<file path="src/hw/rtl/hec_pkg.sv">
package hec_pkg;

  // Widths of the codeword, the data word and the length fields
  localparam int CodeW = 31;
  localparam int DataW = 26;
  localparam int LenW  = 5;

  localparam logic [LenW-1:0] DataLenMin   = LenW'(1);
  localparam logic [LenW-1:0] DataLenMax   = LenW'(DataW);
  localparam logic [LenW-1:0] DataLenReset = LenW'(8);

  typedef enum logic {
    OP_ENCODE = 1'b0,
    OP_CHECK  = 1'b1
  } op_e;

  typedef enum logic [1:0] {
    ST_ENCODED = 2'd0,
    ST_CORRECT = 2'd1,
    ST_SINGLE  = 2'd2,
    ST_MULTI   = 2'd3
  } status_e;

  typedef struct packed {
    op_e              op;
    logic [DataW-1:0] data_bits;
    logic [CodeW-1:0] received_code;
  } in_word_t;

  typedef struct packed {
    logic [CodeW-1:0] code_word;
    logic [LenW-1:0]  code_length;
    logic [LenW-1:0]  error_position;
    status_e          status;
  } result_t;

  // Least r with m + r + 1 <= 2^r, for m in 1..26
  function automatic logic [2:0] parity_count(input logic [LenW-1:0] m);
    logic [2:0] r;
    if (m <= LenW'(1)) begin
      r = 3'd2;
    end else if (m <= LenW'(4)) begin
      r = 3'd3;
    end else if (m <= LenW'(11)) begin
      r = 3'd4;
    end else begin
      r = 3'd5;
    end
    return r;
  endfunction

  // Drop data bits into the non-power-of-two positions, ascending
  function automatic logic [CodeW-1:0] place_data(input logic [DataW-1:0] data);
    logic [CodeW-1:0] word;
    int               di;
    word = '0;
    di   = 0;
    for (int pos = 1; pos <= CodeW; pos++) begin
      if ((pos & (pos - 1)) != 0) begin
        if (di < DataW) begin
          word[5'(pos - 1)] = data[5'(di)];
        end
        di++;
      end
    end
    return word;
  endfunction

  // XOR of the positions of all set bits: bit k is parity over positions with bit k set
  function automatic logic [LenW-1:0] syndrome(input logic [CodeW-1:0] word);
    logic [LenW-1:0] s;
    s = '0;
    for (int pos = 1; pos <= CodeW; pos++) begin
      if (word[5'(pos - 1)]) begin
        s = s ^ LenW'(pos);
      end
    end
    return s;
  endfunction

endpackage

</file>
<file path="src/hw/rtl/hec_in_reg.sv">
module hec_in_reg import hec_pkg::*; (
  input  logic             clk_i,
  input  logic             rst_ni,
  input  logic             in_valid_i,
  output logic             in_stall_o,
  input  logic             op_i,
  input  logic [DataW-1:0] data_bits_i,
  input  logic [CodeW-1:0] received_code_i,
  input  logic             take_i,
  output logic             valid_o,
  output in_word_t         word_o
);

  logic     valid_q, valid_d;
  in_word_t word_q;
  logic     accept;

  // stalls only when holding a word the next stage cannot take
  assign in_stall_o = valid_q && !take_i;
  assign accept     = in_valid_i && !in_stall_o;

  always_comb begin
    valid_d = valid_q;
    if (accept) begin
      valid_d = 1'b1;
    end else if (take_i) begin
      valid_d = 1'b0;
    end
  end

  always_ff @(posedge clk_i or negedge rst_ni) begin
    if (!rst_ni) begin
      valid_q <= 1'b0;
    end else begin
      valid_q <= valid_d;
    end
  end

  always_ff @(posedge clk_i) begin
    if (accept) begin
      word_q.op            <= op_e'(op_i);
      word_q.data_bits     <= data_bits_i;
      word_q.received_code <= received_code_i;
    end
  end

  assign valid_o = valid_q;
  assign word_o  = word_q;

endmodule

</file>
<file path="src/hw/rtl/hec_datapath.sv">
module hec_datapath import hec_pkg::*; (
  input  in_word_t         word_i,
  input  logic [LenW-1:0]  data_length_i,
  input  logic [CodeW-1:0] last_codeword_i,
  output result_t          result_o
);

  logic [LenW-1:0]  m;
  logic [2:0]       r;
  logic [LenW-1:0]  n;
  logic [CodeW-1:0] nmask;
  logic [DataW-1:0] dmask;
  logic [CodeW-1:0] placed;
  logic [LenW-1:0]  enc_par;
  logic [CodeW-1:0] enc_word;
  logic [CodeW-1:0] rx;
  logic [LenW-1:0]  chk_syn;

  // saturate the data length into 1..26
  always_comb begin
    if (data_length_i < DataLenMin) begin
      m = DataLenMin;
    end else if (data_length_i > DataLenMax) begin
      m = DataLenMax;
    end else begin
      m = data_length_i;
    end
  end

  assign r     = parity_count(m);
  assign n     = m + LenW'(r);
  assign nmask = CodeW'((32'd1 << n) - 32'd1);
  assign dmask = DataW'((32'd1 << m) - 32'd1);

  // parity slots are still zero here, so the syndrome is the needed parity;
  // parity bits past r always come out zero
  assign placed  = place_data(word_i.data_bits & dmask);
  assign enc_par = syndrome(placed);

  always_comb begin
    enc_word = placed;
    for (int k = 0; k < LenW; k++) begin
      enc_word[5'((1 << k) - 1)] = enc_par[k];
    end
  end

  assign rx      = word_i.received_code & nmask;
  assign chk_syn = syndrome(rx);

  always_comb begin
    result_o.code_length = n;
    unique case (word_i.op)
      OP_ENCODE: begin
        result_o.code_word      = enc_word;
        result_o.error_position = '0;
        result_o.status         = ST_ENCODED;
      end
      OP_CHECK: begin
        result_o.code_word      = '0;
        result_o.error_position = chk_syn;
        if (chk_syn != '0) begin
          result_o.status = ST_SINGLE;
        end else if (rx == (last_codeword_i & nmask)) begin
          result_o.status = ST_CORRECT;
        end else begin
          result_o.status = ST_MULTI;
        end
      end
      default: begin
        result_o.code_word      = '0;
        result_o.error_position = '0;
        result_o.status         = ST_ENCODED;
      end
    endcase
  end

endmodule

</file>
<file path="src/hw/rtl/hamming_encode_and_check_core.sv">
// Even-parity Hamming coder/checker for 1..26 data bits (cfg_data_i, reset 8; 0 acts
// as 1 and 27..31 as 26). op_i = 0 encodes data_bits_i into a codeword of m + r bits
// (parity at power-of-two positions, bit i = position i+1) and remembers it; op_i = 1
// computes the syndrome of received_code_i and reports correct, a single error at
// error_position_o, or multiple errors when the syndrome is zero but the word differs
// from the last encoded codeword. Errors are reported, never corrected. Throughput is
// one word per clock while out_stall_i is low: a word is held in the input register
// while the parity/syndrome XOR trees run on it, and the result is then registered in
// the output register, which raises out_valid_o. A held out_stall_i backs up through
// both registers; in_stall_o rises once both hold a word. A check accepted right after
// an encode already compares against that encode's codeword. Write cfg only while idle.
module hamming_encode_and_check_core import hec_pkg::*; (
  input  logic             clk_i,
  input  logic             rst_ni,
  // configuration: data length
  input  logic             cfg_valid_i,
  output logic             cfg_ready_o,
  input  logic [LenW-1:0]  cfg_data_i,
  // input words
  input  logic             in_valid_i,
  output logic             in_stall_o,
  input  logic             op_i,
  input  logic [DataW-1:0] data_bits_i,
  input  logic [CodeW-1:0] received_code_i,
  // result words
  output logic             out_valid_o,
  input  logic             out_stall_i,
  output logic [CodeW-1:0] code_word_o,
  output logic [LenW-1:0]  code_length_o,
  output logic [LenW-1:0]  error_position_o,
  output logic [1:0]       status_o
);

  logic [LenW-1:0]  data_length_q;
  logic [CodeW-1:0] last_codeword_q, last_codeword_d;
  logic             out_valid_q, out_valid_d;
  result_t          result_q, result_d;

  logic             s1_valid;
  in_word_t         s1_word;
  logic             out_free;
  logic             advance;

  // output register can take a new word when empty or being drained
  assign out_free = !out_valid_q || !out_stall_i;
  assign advance  = s1_valid && out_free;

  hec_in_reg u_in_reg (
    .clk_i           (clk_i),
    .rst_ni          (rst_ni),
    .in_valid_i      (in_valid_i),
    .in_stall_o      (in_stall_o),
    .op_i            (op_i),
    .data_bits_i     (data_bits_i),
    .received_code_i (received_code_i),
    .take_i          (out_free),
    .valid_o         (s1_valid),
    .word_o          (s1_word)
  );

  hec_datapath u_datapath (
    .word_i          (s1_word),
    .data_length_i   (data_length_q),
    .last_codeword_i (last_codeword_q),
    .result_o        (result_d)
  );

  // config register: always ready
  assign cfg_ready_o = 1'b1;

  always_ff @(posedge clk_i or negedge rst_ni) begin
    if (!rst_ni) begin
      data_length_q <= DataLenReset;
    end else if (cfg_valid_i && cfg_ready_o) begin
      data_length_q <= cfg_data_i;
    end
  end

  // remembered codeword updates when the encode word leaves the input stage,
  // so the following word already sees it
  always_comb begin
    last_codeword_d = last_codeword_q;
    if (advance && (s1_word.op == OP_ENCODE)) begin
      last_codeword_d = result_d.code_word;
    end
  end

  always_comb begin
    out_valid_d = out_valid_q;
    if (advance) begin
      out_valid_d = 1'b1;
    end else if (!out_stall_i) begin
      out_valid_d = 1'b0;
    end
  end

  always_ff @(posedge clk_i or negedge rst_ni) begin
    if (!rst_ni) begin
      last_codeword_q <= '0;
      out_valid_q     <= 1'b0;
    end else begin
      last_codeword_q <= last_codeword_d;
      out_valid_q     <= out_valid_d;
    end
  end

  always_ff @(posedge clk_i) begin
    if (advance) begin
      result_q <= result_d;
    end
  end

  assign out_valid_o      = out_valid_q;
  assign code_word_o      = result_q.code_word;
  assign code_length_o    = result_q.code_length;
  assign error_position_o = result_q.error_position;
  assign status_o         = result_q.status;

  // encode leaving the input stage shows up as both result and remembered codeword
  a_last_matches_out: assert property (@(posedge clk_i) disable iff (!rst_ni)
    (advance && (s1_word.op == OP_ENCODE)) |=> (last_codeword_q == code_word_o))
    else $error("remembered codeword differs from encoded result");

  // a nonzero syndrome is always flagged as a single error and vice versa
  a_single_iff_syndrome: assert property (@(posedge clk_i) disable iff (!rst_ni)
    out_valid_o |-> ((status_o == ST_SINGLE) == (error_position_o != '0)))
    else $error("status and error position disagree");

  // encode results carry no error position, check results carry no codeword
  a_mode_fields: assert property (@(posedge clk_i) disable iff (!rst_ni)
    out_valid_o |-> ((status_o == ST_ENCODED) ? (error_position_o == '0)
                                              : (code_word_o == '0)))
    else $error("unused result field not zero");

  // input side stalls only while the output stage is full and held
  a_stall_cause: assert property (@(posedge clk_i) disable iff (!rst_ni)
    in_stall_o |-> (s1_valid && out_valid_q && out_stall_i))
    else $error("input stalled without a full pipeline");

  // remembered codeword only moves on an encode
  a_last_stable: assert property (@(posedge clk_i) disable iff (!rst_ni)
    !(advance && (s1_word.op == OP_ENCODE)) |=> $stable(last_codeword_q))
    else $error("remembered codeword changed without an encode");

endmodule

</file>
<file path="config.mk">
export PLATFORM = sky130hd
export DESIGN_NAME = hamming_encode_and_check_core
export DESIGN_NICKNAME = d
export VERILOG_FILES = /design/src/hw/rtl/hec_pkg.sv /design/src/hw/rtl/hec_in_reg.sv /design/src/hw/rtl/hec_datapath.sv /design/src/hw/rtl/hamming_encode_and_check_core.sv
export SDC_FILE = /design/constraint.sdc
export NUM_CORES = 1
export LEC_CHECK = 0
export BUFFER_PORTS_ARGS = -buffer_cell sky130_fd_sc_hd__buf_2
export CAP_MARGIN = 40
export CORE_UTILIZATION = 40
export CTS_BUF_LIST = sky130_fd_sc_hd__clkbuf_4 sky130_fd_sc_hd__clkbuf_8
export CTS_CLUSTER_DIAMETER = 50
export DETAILED_ROUTE_END_ITERATION = 8
export GPL_TIMING_DRIVEN = 0
export PLACE_DENSITY = 0.6
export SYNTH_ARGS = -nofsm -noshare
export SYNTH_HDL_FRONTEND = slang
export SYNTH_HIERARCHICAL = 1
export SYNTH_SLANG_ARGS = --single-unit
export TNS_END_PERCENT = 5
</file>
<file path="constraint.sdc">
create_clock -name clk_i -period 6.1 [get_ports clk_i]
set_input_delay 1.22 -clock clk_i [delete_from_list [all_inputs] [get_ports clk_i]]
set_output_delay 1.22 -clock clk_i [all_outputs]
set_load 0.02 [all_outputs]
</file>
# [Word level (Yosys, flattened, before mapping)]
# Cells that the tools add are included.
[totals] elab_cells=103 output_inout_bits=46 regBits=124 in_bits=68
[op_classes] bitwise_logic=29 n_addsub=3 reduce_logical=11 shift=2 n_eq_ne=2 magnitude_cmp=5 n_mux=40
[ops] cell="31-bit bitwise AND" count=2
[ops] cell="31-bit case mux with 2 select lines" count=1
[ops] cell="4-bit two-way mux" count=15
[ops] cell="31-bit == test" count=1
[ops] cell="1-bit by 5-bit << shifter with 31-bit output (first input constant)" count=1
[ops] cell="31-bit by 1-bit subtractor with 31-bit output (second input constant)" count=1
[ops] cell="3-bit two-way mux" count=9
[ops] cell="3-bit NOT" count=8
[ops] cell="2-bit NOT" count=11
[ops] cell="5-bit two-way mux" count=3
[ops] cell="7-bit case mux with 2 select lines" count=1
[ops] cell="11-bit bitwise AND" count=1
[ops] cell="1-bit by 5-bit << shifter with 11-bit output (first input constant)" count=1
[ops] cell="11-bit by 1-bit subtractor with 11-bit output (second input constant)" count=1
[ops] cell="2-bit two-way mux" count=5
[ops] cell="4-bit NOT" count=2
[ops] cell="1-bit two-way mux" count=6
[ops] cell="5-bit by 3-bit adder with 5-bit output" count=1
[ops] cell="5-bit > comparator (second input constant)" count=1
[ops] cell="5-bit by 1-bit <= comparator with 1-bit output (second input constant)" count=1
[ops] cell="5-bit by 3-bit <= comparator with 1-bit output (second input constant)" count=1
[ops] cell="5-bit by 4-bit <= comparator with 1-bit output (second input constant)" count=1
[ops] cell="5-bit by 1-bit < comparator with 1-bit output (second input constant)" count=1
[ops] cell="5-bit nonzero test" count=1
[ops] cell="other kinds (7)" count=16

# [Longest topological paths before layout]
# Gate-level depths: netlist of run 1.
[logic_depth] word_depth=41 depth_mapped=25

# [Cells and area by module]
# The synthesis of run 1 kept the hierarchy.
[by_module_without_submodules] module="hamming_encode_and_check_core" cells_per_inst=126 instances=1 area_each_um2=2849.0 seq_area_each_um2=2218.4
[by_module_without_submodules] module="hec_datapath" cells_per_inst=366 instances=1 area_each_um2=2368.5 seq_area_each_um2=0.0
[by_module_without_submodules] module="hec_in_reg" cells_per_inst=63 instances=1 area_each_um2=1799.2 seq_area_each_um2=1766.7

# [Worst setup path before layout of run 1]
# No wires, ideal clock.
[synth_path] kind="reg-to-reg" from="register data_length_q[4]" to="register result_q (netlist bit status_o[0]), data pin" path_stages_with_launch=22 n_path_buf=2 setup_time_ps=255 arrival_time_ps=4762 slack_ps=1084 cell_sequence="dfrtp_1 > buf_2 > or2_2 > clkbuf_1 > a21oi_1 > inv_1 > fa_1 > nand2b_1 > a21oi_2 > o211ai_1 > nor2_1 > nand2_1 > ha_1 > or2_2 > a2111oi_2 > o21ai_1 > a21boi_2 > xor2_1 > xnor3_1 > and3_1 > o221a_1 > and2_1"
[synth_rtl] element="from (decl)" line_no="hamming_encode_and_check_core.sv:34" rtl="logic [LenW-1:0] data_length_q;"
[synth_rtl] element="from (signal assigned)" line_no="hamming_encode_and_check_core.sv:73" rtl="data_length_q <= DataLenReset;"
[synth_rtl] element="from (signal assigned)" line_no="hamming_encode_and_check_core.sv:75" rtl="data_length_q <= cfg_data_i;"
[synth_rtl] element="to (signal assigned)" line_no="hamming_encode_and_check_core.sv:109" rtl="result_q <= result_d;"
[synth_rtl] element="to (decl)" line_no="hamming_encode_and_check_core.sv:37" rtl="result_t result_q, result_d;"

==> results.toml, run 1 <==
[status]
status = "complete, no violations"

[layout]
layout.cells.non_filler = 902
fill_cells = 1466
nets = 747
area_growth_pct = 20.08
drive_above_1_share_pct = 33.38
fin_util_pct = 49.46
n_antenna_cell = 0

[grt]
grt_max_degree = 44
overflow = 0
use_met2_pct = 30.41
track_usage_pct = 20.47
use_met3_pct = 4.674
grt_pass1_wl_um = 25050
top_usage_layer = "met2"
first_global_vias = 4461
grt_use_met1_pct = 28.81
antenna_found_initial = 0

[critical_path]
reg2reg_slack_ps = 440
cp_slowest_stage_delay_ps = 470
path_buf_inv = 3
cp_cell_sequence = "buf_2 -> or2_2 -> clkbuf_1 -> a21oi_1 -> inv_1 -> fa_1 -> nand2b_1 -> a21oi_4 -> o211ai_1 -> nor2_2 -> nand2_1 -> ha_1 -> or2_2 -> a2111oi_2 -> o21ai_1 -> a21boi_2 -> xor2_1 -> xnor3_1 -> and3_1 -> o221a_1 -> and2_1"
reg2reg_to = "status_o[0]$_DFFE_PP_"
criticalPathCategory = "reg -> reg"
r2r-start = "data_length_q[4]$_DFFE_PN0P_"
cp-endpoint = "status_o[0]$_DFFE_PP_"
cpMostUsedCell = "or2_2"
cp.arrival_ps = 5860
cpLargestDelayFamily = "compound AO/OA/AOI/OAI gates"
path_max_fanout = 10
crit_required_ps = 6300
crit_path_start_kind = "register"
crit_slowest_cell = "fa_1"
critPathLaunch = "data_length_q[4]$_DFFE_PN0P_"
cp-end-kind = "register"
cp.depth = 21
reg2reg_depth = 21

[clock_network]
clkLatencyLatePin_ps = 440
clock_sinks = 124
cts_tree = "done"
clock_path_buffers = 2
cts.clk_slew.worst_paths_ps = 80
root_buffer = "clkbuf_8"
cts_buffers = 17
ctsHoldBuffers = 0
cts_max_level = 4

[logic_synthesis]
netlist_area_sq_um = 6566
ys_warn_count = 6
syn_inst = 540
avgSynthCellArea_sq_um = 12.16

[timing]
fin_skew_ps = 8.621
max_slew_margin_pct = 50.09
setup_viol = 0
tightest_slew_ps = 740.8
period_share_pct = 92.72
fin_tns_setup_ps = 0
fin_crit_ps = 5656
fmax_mhz = 176.8
rsz0062_at_grt = "false"
finalHoldViolCount = 0
drv_slew = 0

[place]
dp.cells = 870
globalplace.congestion = 0.9034
post-dp-hpwl_um = 12110
io_buffers = 97

[pwr]
sw_frac_of_total_pct = 35.36
p_comb_share_pct = 35.2
powerDensity_nw_per_um2 = 363.5
p_int_mw = 1.852
power_leakage_nw = 3.185
vdd_drop_max_mv = 0.1720
power_frac_seq_pct = 38.3
p_switching_mw = 1.013
clockPowerShare_pct = 26.5

[route]
via_count = 4597
finalWirelength_um = 16250
ant_nets = 0
drcViolationCount = 0
vias_per_cell = 5.096
drtIter0Drc = 354
wire_per_inst_um = 18.01
firstDrtPassIters = 4

[die]
core_area_sq_um = 15940
fp.dieH_um = 130.1
ios = 114
start_util_pct = 41.19
rows = 46
die_w_um = 130.1
dieArea_sq_um = 16930

[worst_hold_path]
hp-class = "reg -> reg"
hold_start = "last_codeword_q[20]$_DFFE_PN0P_"
hold_depth = 1

[job]
cap_viol_max_count = 0
## worst min-delay path by stage
stage	end	slack, ps
floorplan	last_codeword_q[5]$_DFFE_PN0P_	490
detailed placement	last_codeword_q[13]$_DFFE_PN0P_	520
global route	last_codeword_q[15]$_DFFE_PN0P_	550
finish	last_codeword_q[20]$_DFFE_PN0P_	540
CTS	last_codeword_q[13]$_DFFE_PN0P_	540
global placement	last_codeword_q[30]$_DFFE_PN0P_	510
## placed cells by master, fill, tap and decap left out, types with 12 or more instances in the layout
master,instances
nor2b_1,12
conb_1,18
buf_4,18
nor2_1,39
mux2_4,30
edfxtp_1,86
o21ai_0,28
dfrtp_1,37
nand2_1,26
a21oi_1,23
xor2_1,26
buf_2,100
xnor2_1,33
nor3_1,13
clkbuf_8,18
## metrics by stage
step / area (sq um) / total power, mW / setup slack [ps] / hold WS (ps)
after floorplan: 6623 / 1.817 / 1084 / 491.1
after global routing: 7885 / 3.037 / 10.10 / 555.0
after CTS: 7848 / 2.876 / 139.0 / 539.7
after detailed placement: 7418 / 2.099 / -104.1 / 518.3
final: 7885 / 2.866 / 444.2 / 536.6
after global placement: 7378 / 2.086 / -147.4 / 511.7
## power by group through the flow
stage | Combinational (mW) | Sequential (mW) | Clock (mW)
2_1_floorplan | 0.672 | 1.15 | 0
3_3_place_gp | 0.971 | 1.12 | 0
3_5_place_dp | 0.982 | 1.12 | 0
4_1_cts | 0.990 | 1.10 | 0.785
5_1_grt | 1.11 | 1.11 | 0.819
6_report | 1.01 | 1.10 | 0.759
## registers in the layout, indices dropped and copies added (netlist names)
signal and flops:
code_length_o 5, error_position_o 5, code_word_o 31, u_in_reg/word_o 43, data_length_q 5, out_valid_o 1
last_codeword_q 31, u_in_reg/valid_o 1, status_o 2
## metal layers
| metal | vias up | part of all wire, % | wire [um] |
|---|---|---|---|
| li1 | 2195 | - | - |
| met1 | 2233 | 48 | 7815 |
| met2 | 146 | 45 | 7360 |
| met3 | 23 | 4.7 | 760 |
| met4 | 0 | 1.9 | 312 |
| met5 | - | 0 | 0 |
## layout make-up
| cell class | count | area (sq um) | share of cell area (%) |
|---|---|---|---|
| well taps | 216 | 270.3 | 3.427 |
| clock buffers | 18 | 247.7 | 3.142 |
| clock inverters | 14 | 170.2 | 2.158 |
| repair buffers | 100 | 533.0 | 6.760 |
| flip-flops and latches | 124 | 3535 | 44.83 |
| multi-input cells | 380 | 2811 | 35.66 |
| plain buffers | 38 | 269.0 | 3.412 |
| inverters | 12 | 48.80 | 0.6189 |
## what timing repair did
action,in CTS,in global routing
endpoints found under the setup margin,2,6
cloned,0,0
gates resized for setup,1,11
pin swaps,1,0
setup buffers,1,0
(Power assumes the default switching activity.)
==> inputs of run 2 (changes only) <==
--- a/config.mk
+++ b/config.mk
@@ -5,14 +5,16 @@
 export SDC_FILE = /design/constraint.sdc
 export NUM_CORES = 1
 export LEC_CHECK = 0
-export BUFFER_PORTS_ARGS = -buffer_cell sky130_fd_sc_hd__buf_2
 export CAP_MARGIN = 40
+export CELL_PAD_IN_SITES_DETAIL_PLACEMENT = 0
+export CELL_PAD_IN_SITES_GLOBAL_PLACEMENT = 1
 export CORE_UTILIZATION = 40
 export CTS_BUF_LIST = sky130_fd_sc_hd__clkbuf_4 sky130_fd_sc_hd__clkbuf_8
 export CTS_CLUSTER_DIAMETER = 50
 export DETAILED_ROUTE_END_ITERATION = 8
+export DONT_BUFFER_PORTS = 1
 export GPL_TIMING_DRIVEN = 0
-export PLACE_DENSITY = 0.6
+export PLACE_DENSITY = 0.65
 export SYNTH_ARGS = -nofsm -noshare
 export SYNTH_HDL_FRONTEND = slang
 export SYNTH_HIERARCHICAL = 1
==> constraint.sdc (replaced) <==
create_clock -name clk_i -period 6.35 [get_ports clk_i]
set_input_delay 1.27 -clock clk_i [delete_from_list [all_inputs] [get_ports clk_i]]
set_output_delay 1.27 -clock clk_i [all_outputs]
set_load 0.02 [all_outputs]
==> run 2 against run 1 <==
- global-route usage rose by 0.31 points
- total power fell by 9.6%
- largest cell class unchanged
- combinational power fell by 13%
- sequential power barely moved
- worst setup slack improved by 75 ps
- critical endpoint unchanged
- largest power group unchanged
- register-to-register slack improved by 70 ps
- via count fell by 9.6%
==> results.toml, run 2 (same netlist as run 1, synthesis figures left out) <==
[status]
status = "complete, no violations"

[place]
globalplace.congestion = 0.8875
placed_cell_area_sq_um = 6913
post-dp-hpwl_um = 11870
io_buffers = 0
pre_cts_slack_ps = -45.75

[layout]
register_area_sq_um = 3535
fill_cells = 1496
nets = 650
n_antenna_cell = 0
final_area_sq_um = 7300
largest_reg_flops = 43
layout_commonest_cell = "edfxtp_1"
most-common-layout-cells = "edfxtp_1 (86), nor2_1 (39), dfrtp_1 (37)"
multi_input_area_sq_um = 2793
area_growth_pct = 11.17
drive_above_1_share_pct = 21.90

[pwr]
power_frac_seq_pct = 42.8
p_switching_mw = 0.9465
sw_frac_of_total_pct = 36.52
powerDensity_nw_per_um2 = 355.1
power_leakage_nw = 2.747
p_comb_share_pct = 33.8
clockPowerShare_pct = 23.5
vdd_drop_max_mv = 0.1695
total_power_mw = 2.592
p_int_mw = 1.646

[die]
start_util_pct = 41.19
core_area_sq_um = 15940
fp.dieH_um = 130.1
die_w_um = 130.1
rows = 46
dieArea_sq_um = 16930
ios = 114

[timing]
setup_slack_ps = 519.0
max_slew_margin_pct = 46.94
fin_crit_ps = 5831
period_share_pct = 91.83
finalHoldViolCount = 0
rsz0062_at_grt = "false"
fin_skew_ps = 16.23
setup_viol = 0
tightest_slew_ps = 787.7
drv_slew = 0
fmax_mhz = 171.5

[clock_network]
cts_buffers = 17
cts_tree = "done"
clkLatencyLatePin_ps = 450
cts.clk_slew.worst_paths_ps = 80
cts_max_level = 4
root_buffer = "clkbuf_8"
clock_sinks = 124
clock_path_buffers = 2

[critical_path]
cp_cell_sequence = "buf_2 -> or2_2 -> clkbuf_1 -> a21oi_1 -> inv_1 -> fa_1 -> nand2b_1 -> a21oi_2 -> o211ai_1 -> nor2_2 -> nand2_1 -> ha_1 -> clkbuf_2 -> and2_1 -> a22oi_1 -> a21oi_1 -> o21a_1 -> o211ai_1 -> xor2_2 -> nor3_1 -> o221a_1 -> and2_1"
cpLargestDelayFamily = "compound AO/OA/AOI/OAI gates"
crit_path_start_kind = "register"
cp_slowest_stage_delay_ps = 470
path_max_fanout = 10
path_buf_inv = 4
criticalPathCategory = "reg -> reg"
crit_required_ps = 6550
crit_slowest_cell = "fa_1"
cp-end-kind = "register"
cp.arrival_ps = 6030

[route]
drtIter0Drc = 267
via_count = 4155
vias_per_cell = 5.161
finalWirelength_um = 16340
firstDrtPassIters = 4
drcViolationCount = 0
wire_per_inst_um = 20.30
ant_nets = 0

[grt]
use_met3_pct = 5.699
first_global_vias = 4153
use_met2_pct = 30.69
overflow = 0
grt_use_met1_pct = 29.46
top_usage_layer = "met2"
grt_max_degree = 44
grt_pass1_wl_um = 25030
track_usage_pct = 20.78
antenna_found_initial = 0

[worst_hold_path]
hp-class = "in -> async"

[job]
cap_viol_max_count = 0
run 2: worst paths after layout:
| path | startpoint | end | slack [ps] | cells past startpoint |
|---|---|---|---|---|
| worst max-delay path | data_length_q[4]$_DFFE_PN0P_ | status_o[0]$_DFFE_PP_ | 520 | 22 |
| worst min-delay path | rst_ni | last_codeword_q[5]$_DFFE_PN0P_ | 510 | 0 |
| worst max register to register | data_length_q[4]$_DFFE_PN0P_ | status_o[0]$_DFFE_PP_ | 520 | 22 |
| worst min register to register | last_codeword_q[28]$_DFFE_PN0P_ | last_codeword_q[28]$_DFFE_PN0P_ | 530 | 1 |
| max in group asynchronous | rst_ni | data_length_q[3]$_DFFE_PN1P_ | 5660 | 0 |
| min in group clk_i | last_codeword_q[28]$_DFFE_PN0P_ | last_codeword_q[28]$_DFFE_PN0P_ | 530 | 1 |
run 2: repair_timing:
item,in CTS,in global routing
resized for setup,1,8
hold buffers,0,0
pin swaps,1,0
setup buffers,1,0
endpoints found under the setup margin,2,3
run 2: power groups by stage:
stage,clock [mW],combinational (mW),sequential (mW)
after floorplan,0,0.645,1.10
after global placement,0,0.852,1.13
after detailed placement,0,0.854,1.13
after CTS,0.630,0.863,1.11
after global routing,0.669,0.955,1.12
final,0.609,0.875,1.11
run 2: final cells by class:
type	count	area share, %
plain buffers	39	3.737
clock buffers	22	3.891
clock inverters	10	0.9427
inverters	12	0.6685
multi-input cells	380	38.26
flip-flops and latches	124	48.42
well taps	216	3.702
repair buffers	2	0.3771
run 2: through the flow:
stage,utilization (%),TNS (ps),instances,hold WS [ps]
2_1_floorplan,-,0,555,491.1
3_3_place_gp,43.24,-165.0,771,515.0
3_5_place_dp,43.36,-89.62,772,515.2
4_1_cts,45.64,0,805,480.1
5_1_grt,45.79,0,805,465.6
6_report,45.79,0,805,507.5
run 2: metal layers:
metal	vias up	part of all wire (%)
met5	-	0
met4	0	1.1
met3	12	6.1
met2	154	45
met1	1995	48
li1	1994	-
run 2: worst reg2reg max path, delay by kind of cell, from the launching register on:
| kind | cells | cell delay [ps] |
|---|---|---|
| AO/OA/AOI/OAI | 8 | 2050 |
| XOR/XNOR | 1 | 330 |
| adder cells (fa/ha/maj) | 2 | 700 |
| buffers and inverters | 4 | 750 |
| flip-flops | 1 | 400 |
| AND/OR/NAND/NOR | 7 | 1370 |
==> inputs of run 3 (changes only) <==
--- a/config.mk
+++ b/config.mk
@@ -8,6 +8,7 @@
 export CAP_MARGIN = 40
 export CELL_PAD_IN_SITES_DETAIL_PLACEMENT = 0
 export CELL_PAD_IN_SITES_GLOBAL_PLACEMENT = 1
+export CORE_MARGIN = 5
 export CORE_UTILIZATION = 40
 export CTS_BUF_LIST = sky130_fd_sc_hd__clkbuf_4 sky130_fd_sc_hd__clkbuf_8
 export CTS_CLUSTER_DIAMETER = 50
==> run 3 against run 2 <==
- register-to-register slack worse by 50 ps
- maximum frequency is 0.84% lower
- die area is 13% higher
- first-iteration DRC count is 14% higher
- clock skew hardly changed
- sequential power hardly changed
- combinational power hardly changed
- total power is 3.3% higher
- critical path type unchanged
==> results.toml, run 3 (same netlist as run 1, synthesis figures left out) <==
[status]
status = "complete, no violations"

[pwr]
p_switching_mw = 0.9731
total_power_mw = 2.677
p_comb_share_pct = 32.7
vdd_drop_max_mv = 0.1861
power_leakage_nw = 2.783
sw_frac_of_total_pct = 36.35
power_frac_seq_pct = 41.5
p_int_mw = 1.704
powerDensity_nw_per_um2 = 363.4
clockPowerShare_pct = 25.8

[critical_path]
r2r-start = "data_length_q[4]$_DFFE_PN0P_"
reg2reg_to = "status_o[0]$_DFFE_PP_"
path_max_fanout = 10
criticalPathCategory = "reg -> reg"
crit_required_ps = 6530
cp.arrival_ps = 6060
crit_path_start_kind = "register"
cp-end-kind = "register"
reg2reg_depth = 23
reg2reg_slack_ps = 470

[die]
core_area_sq_um = 16000
die_w_um = 138.1
ios = 114
fp.dieH_um = 138.1
dieArea_sq_um = 19080
start_util_pct = 41.04
rows = 46

[grt]
antenna_found_initial = 1
first_global_vias = 4427
grt_max_degree = 44
top_usage_layer = "met2"
use_met2_pct = 27.52
track_usage_pct = 17.85
grt_pass1_wl_um = 26360
overflow = 0
grt_use_met1_pct = 24.86
use_met3_pct = 5.207

[timing]
fin_crit_ps = 5880
drv_slew = 0
fin_skew_ps = 16.26
max_slew_margin_pct = 47.72
rsz0062_at_grt = "false"
finalHoldViolCount = 0
setup_slack_ps = 469.7
period_share_pct = 92.60
tightest_slew_ps = 776.1
setup_viol = 0
fmax_mhz = 170.1
whs_ps = 528.2
fin_tns_setup_ps = 0

[clock_network]
cts_tree = "done"
clkLatencyLatePin_ps = 440
clock_path_buffers = 2
cts.clk_slew.worst_paths_ps = 70
root_buffer = "clkbuf_8"
cts_buffers = 17
cts_max_level = 4
clock_sinks = 124

[place]
pre_cts_slack_ps = 27.56
post-dp-hpwl_um = 12310
placed_cell_area_sq_um = 6913
io_buffers = 0
globalplace.congestion = 0.9397

[layout]
nets = 651
drive_above_1_share_pct = 22.03
most-common-layout-cells = "edfxtp_1 (86), nor2_1 (40), dfrtp_1 (37)"
layout_commonest_cell = "edfxtp_1"
final_area_sq_um = 7367
fill_cells = 1524
area_growth_pct = 12.20
largest_reg_flops = 43

[route]
ant_nets = 0
finalWirelength_um = 16730
drcViolationCount = 0
wire_per_inst_um = 20.74
via_count = 4262
drtIter0Drc = 304
firstDrtPassIters = 7
vias_per_cell = 5.281

[job]
cap_viol_max_count = 0

[worst_hold_path]
hp-class = "in -> async"
run 3: area by class of cell:
cell class / instances / area [sq um] / share of cell area [%]
antenna: 1 / 2.502 / 0.03397
buffer: 39 / 272.8 / 3.702
clock buffer: 17 / 234.0 / 3.176
clock inverter: 15 / 163.9 / 2.225
inverter: 12 / 48.80 / 0.6624
multi-input combinational: 380 / 2805 / 38.08
sequential: 124 / 3535 / 47.98
tap: 216 / 270.3 / 3.668
timing repair buffer: 3 / 35.03 / 0.4755
run 3: how the worst max path moves through the flow:
stage	to	slack, ps	depth (start not counted)	start
floorplan	status_o[0]$_DFFE_PP_	1330	21	data_length_q[4]$_DFFE_PN0P_
CTS	status_o[1]$_DFFE_PP_	10	23	data_length_q[4]$_DFFE_PN0P_
global route	status_o[0]$_DFFE_PP_	70	20	data_length_q[4]$_DFFE_PN0P_
finish	status_o[0]$_DFFE_PP_	470	23	data_length_q[4]$_DFFE_PN0P_
global placement	status_o[0]$_DFFE_PP_	30	23	data_length_q[4]$_DFFE_PN0P_
detailed placement	status_o[1]$_DFFE_PP_	30	23	data_length_q[4]$_DFFE_PN0P_
run 3: power groups by stage:
| stage | logic (mW) | clock network, mW | registers (mW) |
|---|---|---|---|
| global placement | 0.839 | 0 | 1.13 |
| global route | 0.957 | 0.757 | 1.12 |
| detailed placement | 0.846 | 0 | 1.13 |
| finish | 0.875 | 0.692 | 1.11 |
| floorplan | 0.645 | 0 | 1.10 |
| CTS | 0.852 | 0.715 | 1.11 |
run 3: metal layers:
layer  wire [um]  up-vias
li1            -     2011
met1        7735     2098
met2        7769      142
met3        1013       11
met4         216        0
met5           0        -
run 3: worst max-delay path, cell delays in order, from the launching register on:
cell and delay (ps):
dfrtp_1 410, buf_2 180, or2_2 280, clkbuf_1 240
a21oi_1 230, inv_1 100, fa_1 480, nand2b_1 230
a21oi_4 270, o211ai_1 140, buf_4 190, nor2_1 300
nand2_1 100, ha_1 230, clkbuf_2 220, and2_1 260
a22oi_1 210, a21oi_1 140, o21a_1 230, o211ai_1 280
xor2_2 340, nor3_1 110, o221a_1 310, and2_1 170
run 3: repair_timing:
item | CTS | global route
hold buffers | 0 | 0
setup buffers | 0 | 2
gates resized for setup | 0 | 10
setup endpoints to repair | 0 | 6
run 3: metrics by stage:
step / cells / util, %
3_3_place_gp: 771 / 43.08
3_5_place_dp: 772 / 43.20
6_report: 807 / 46.04
5_1_grt: 807 / 46.04
4_1_cts: 804 / 45.69
2_1_floorplan: 555 / -
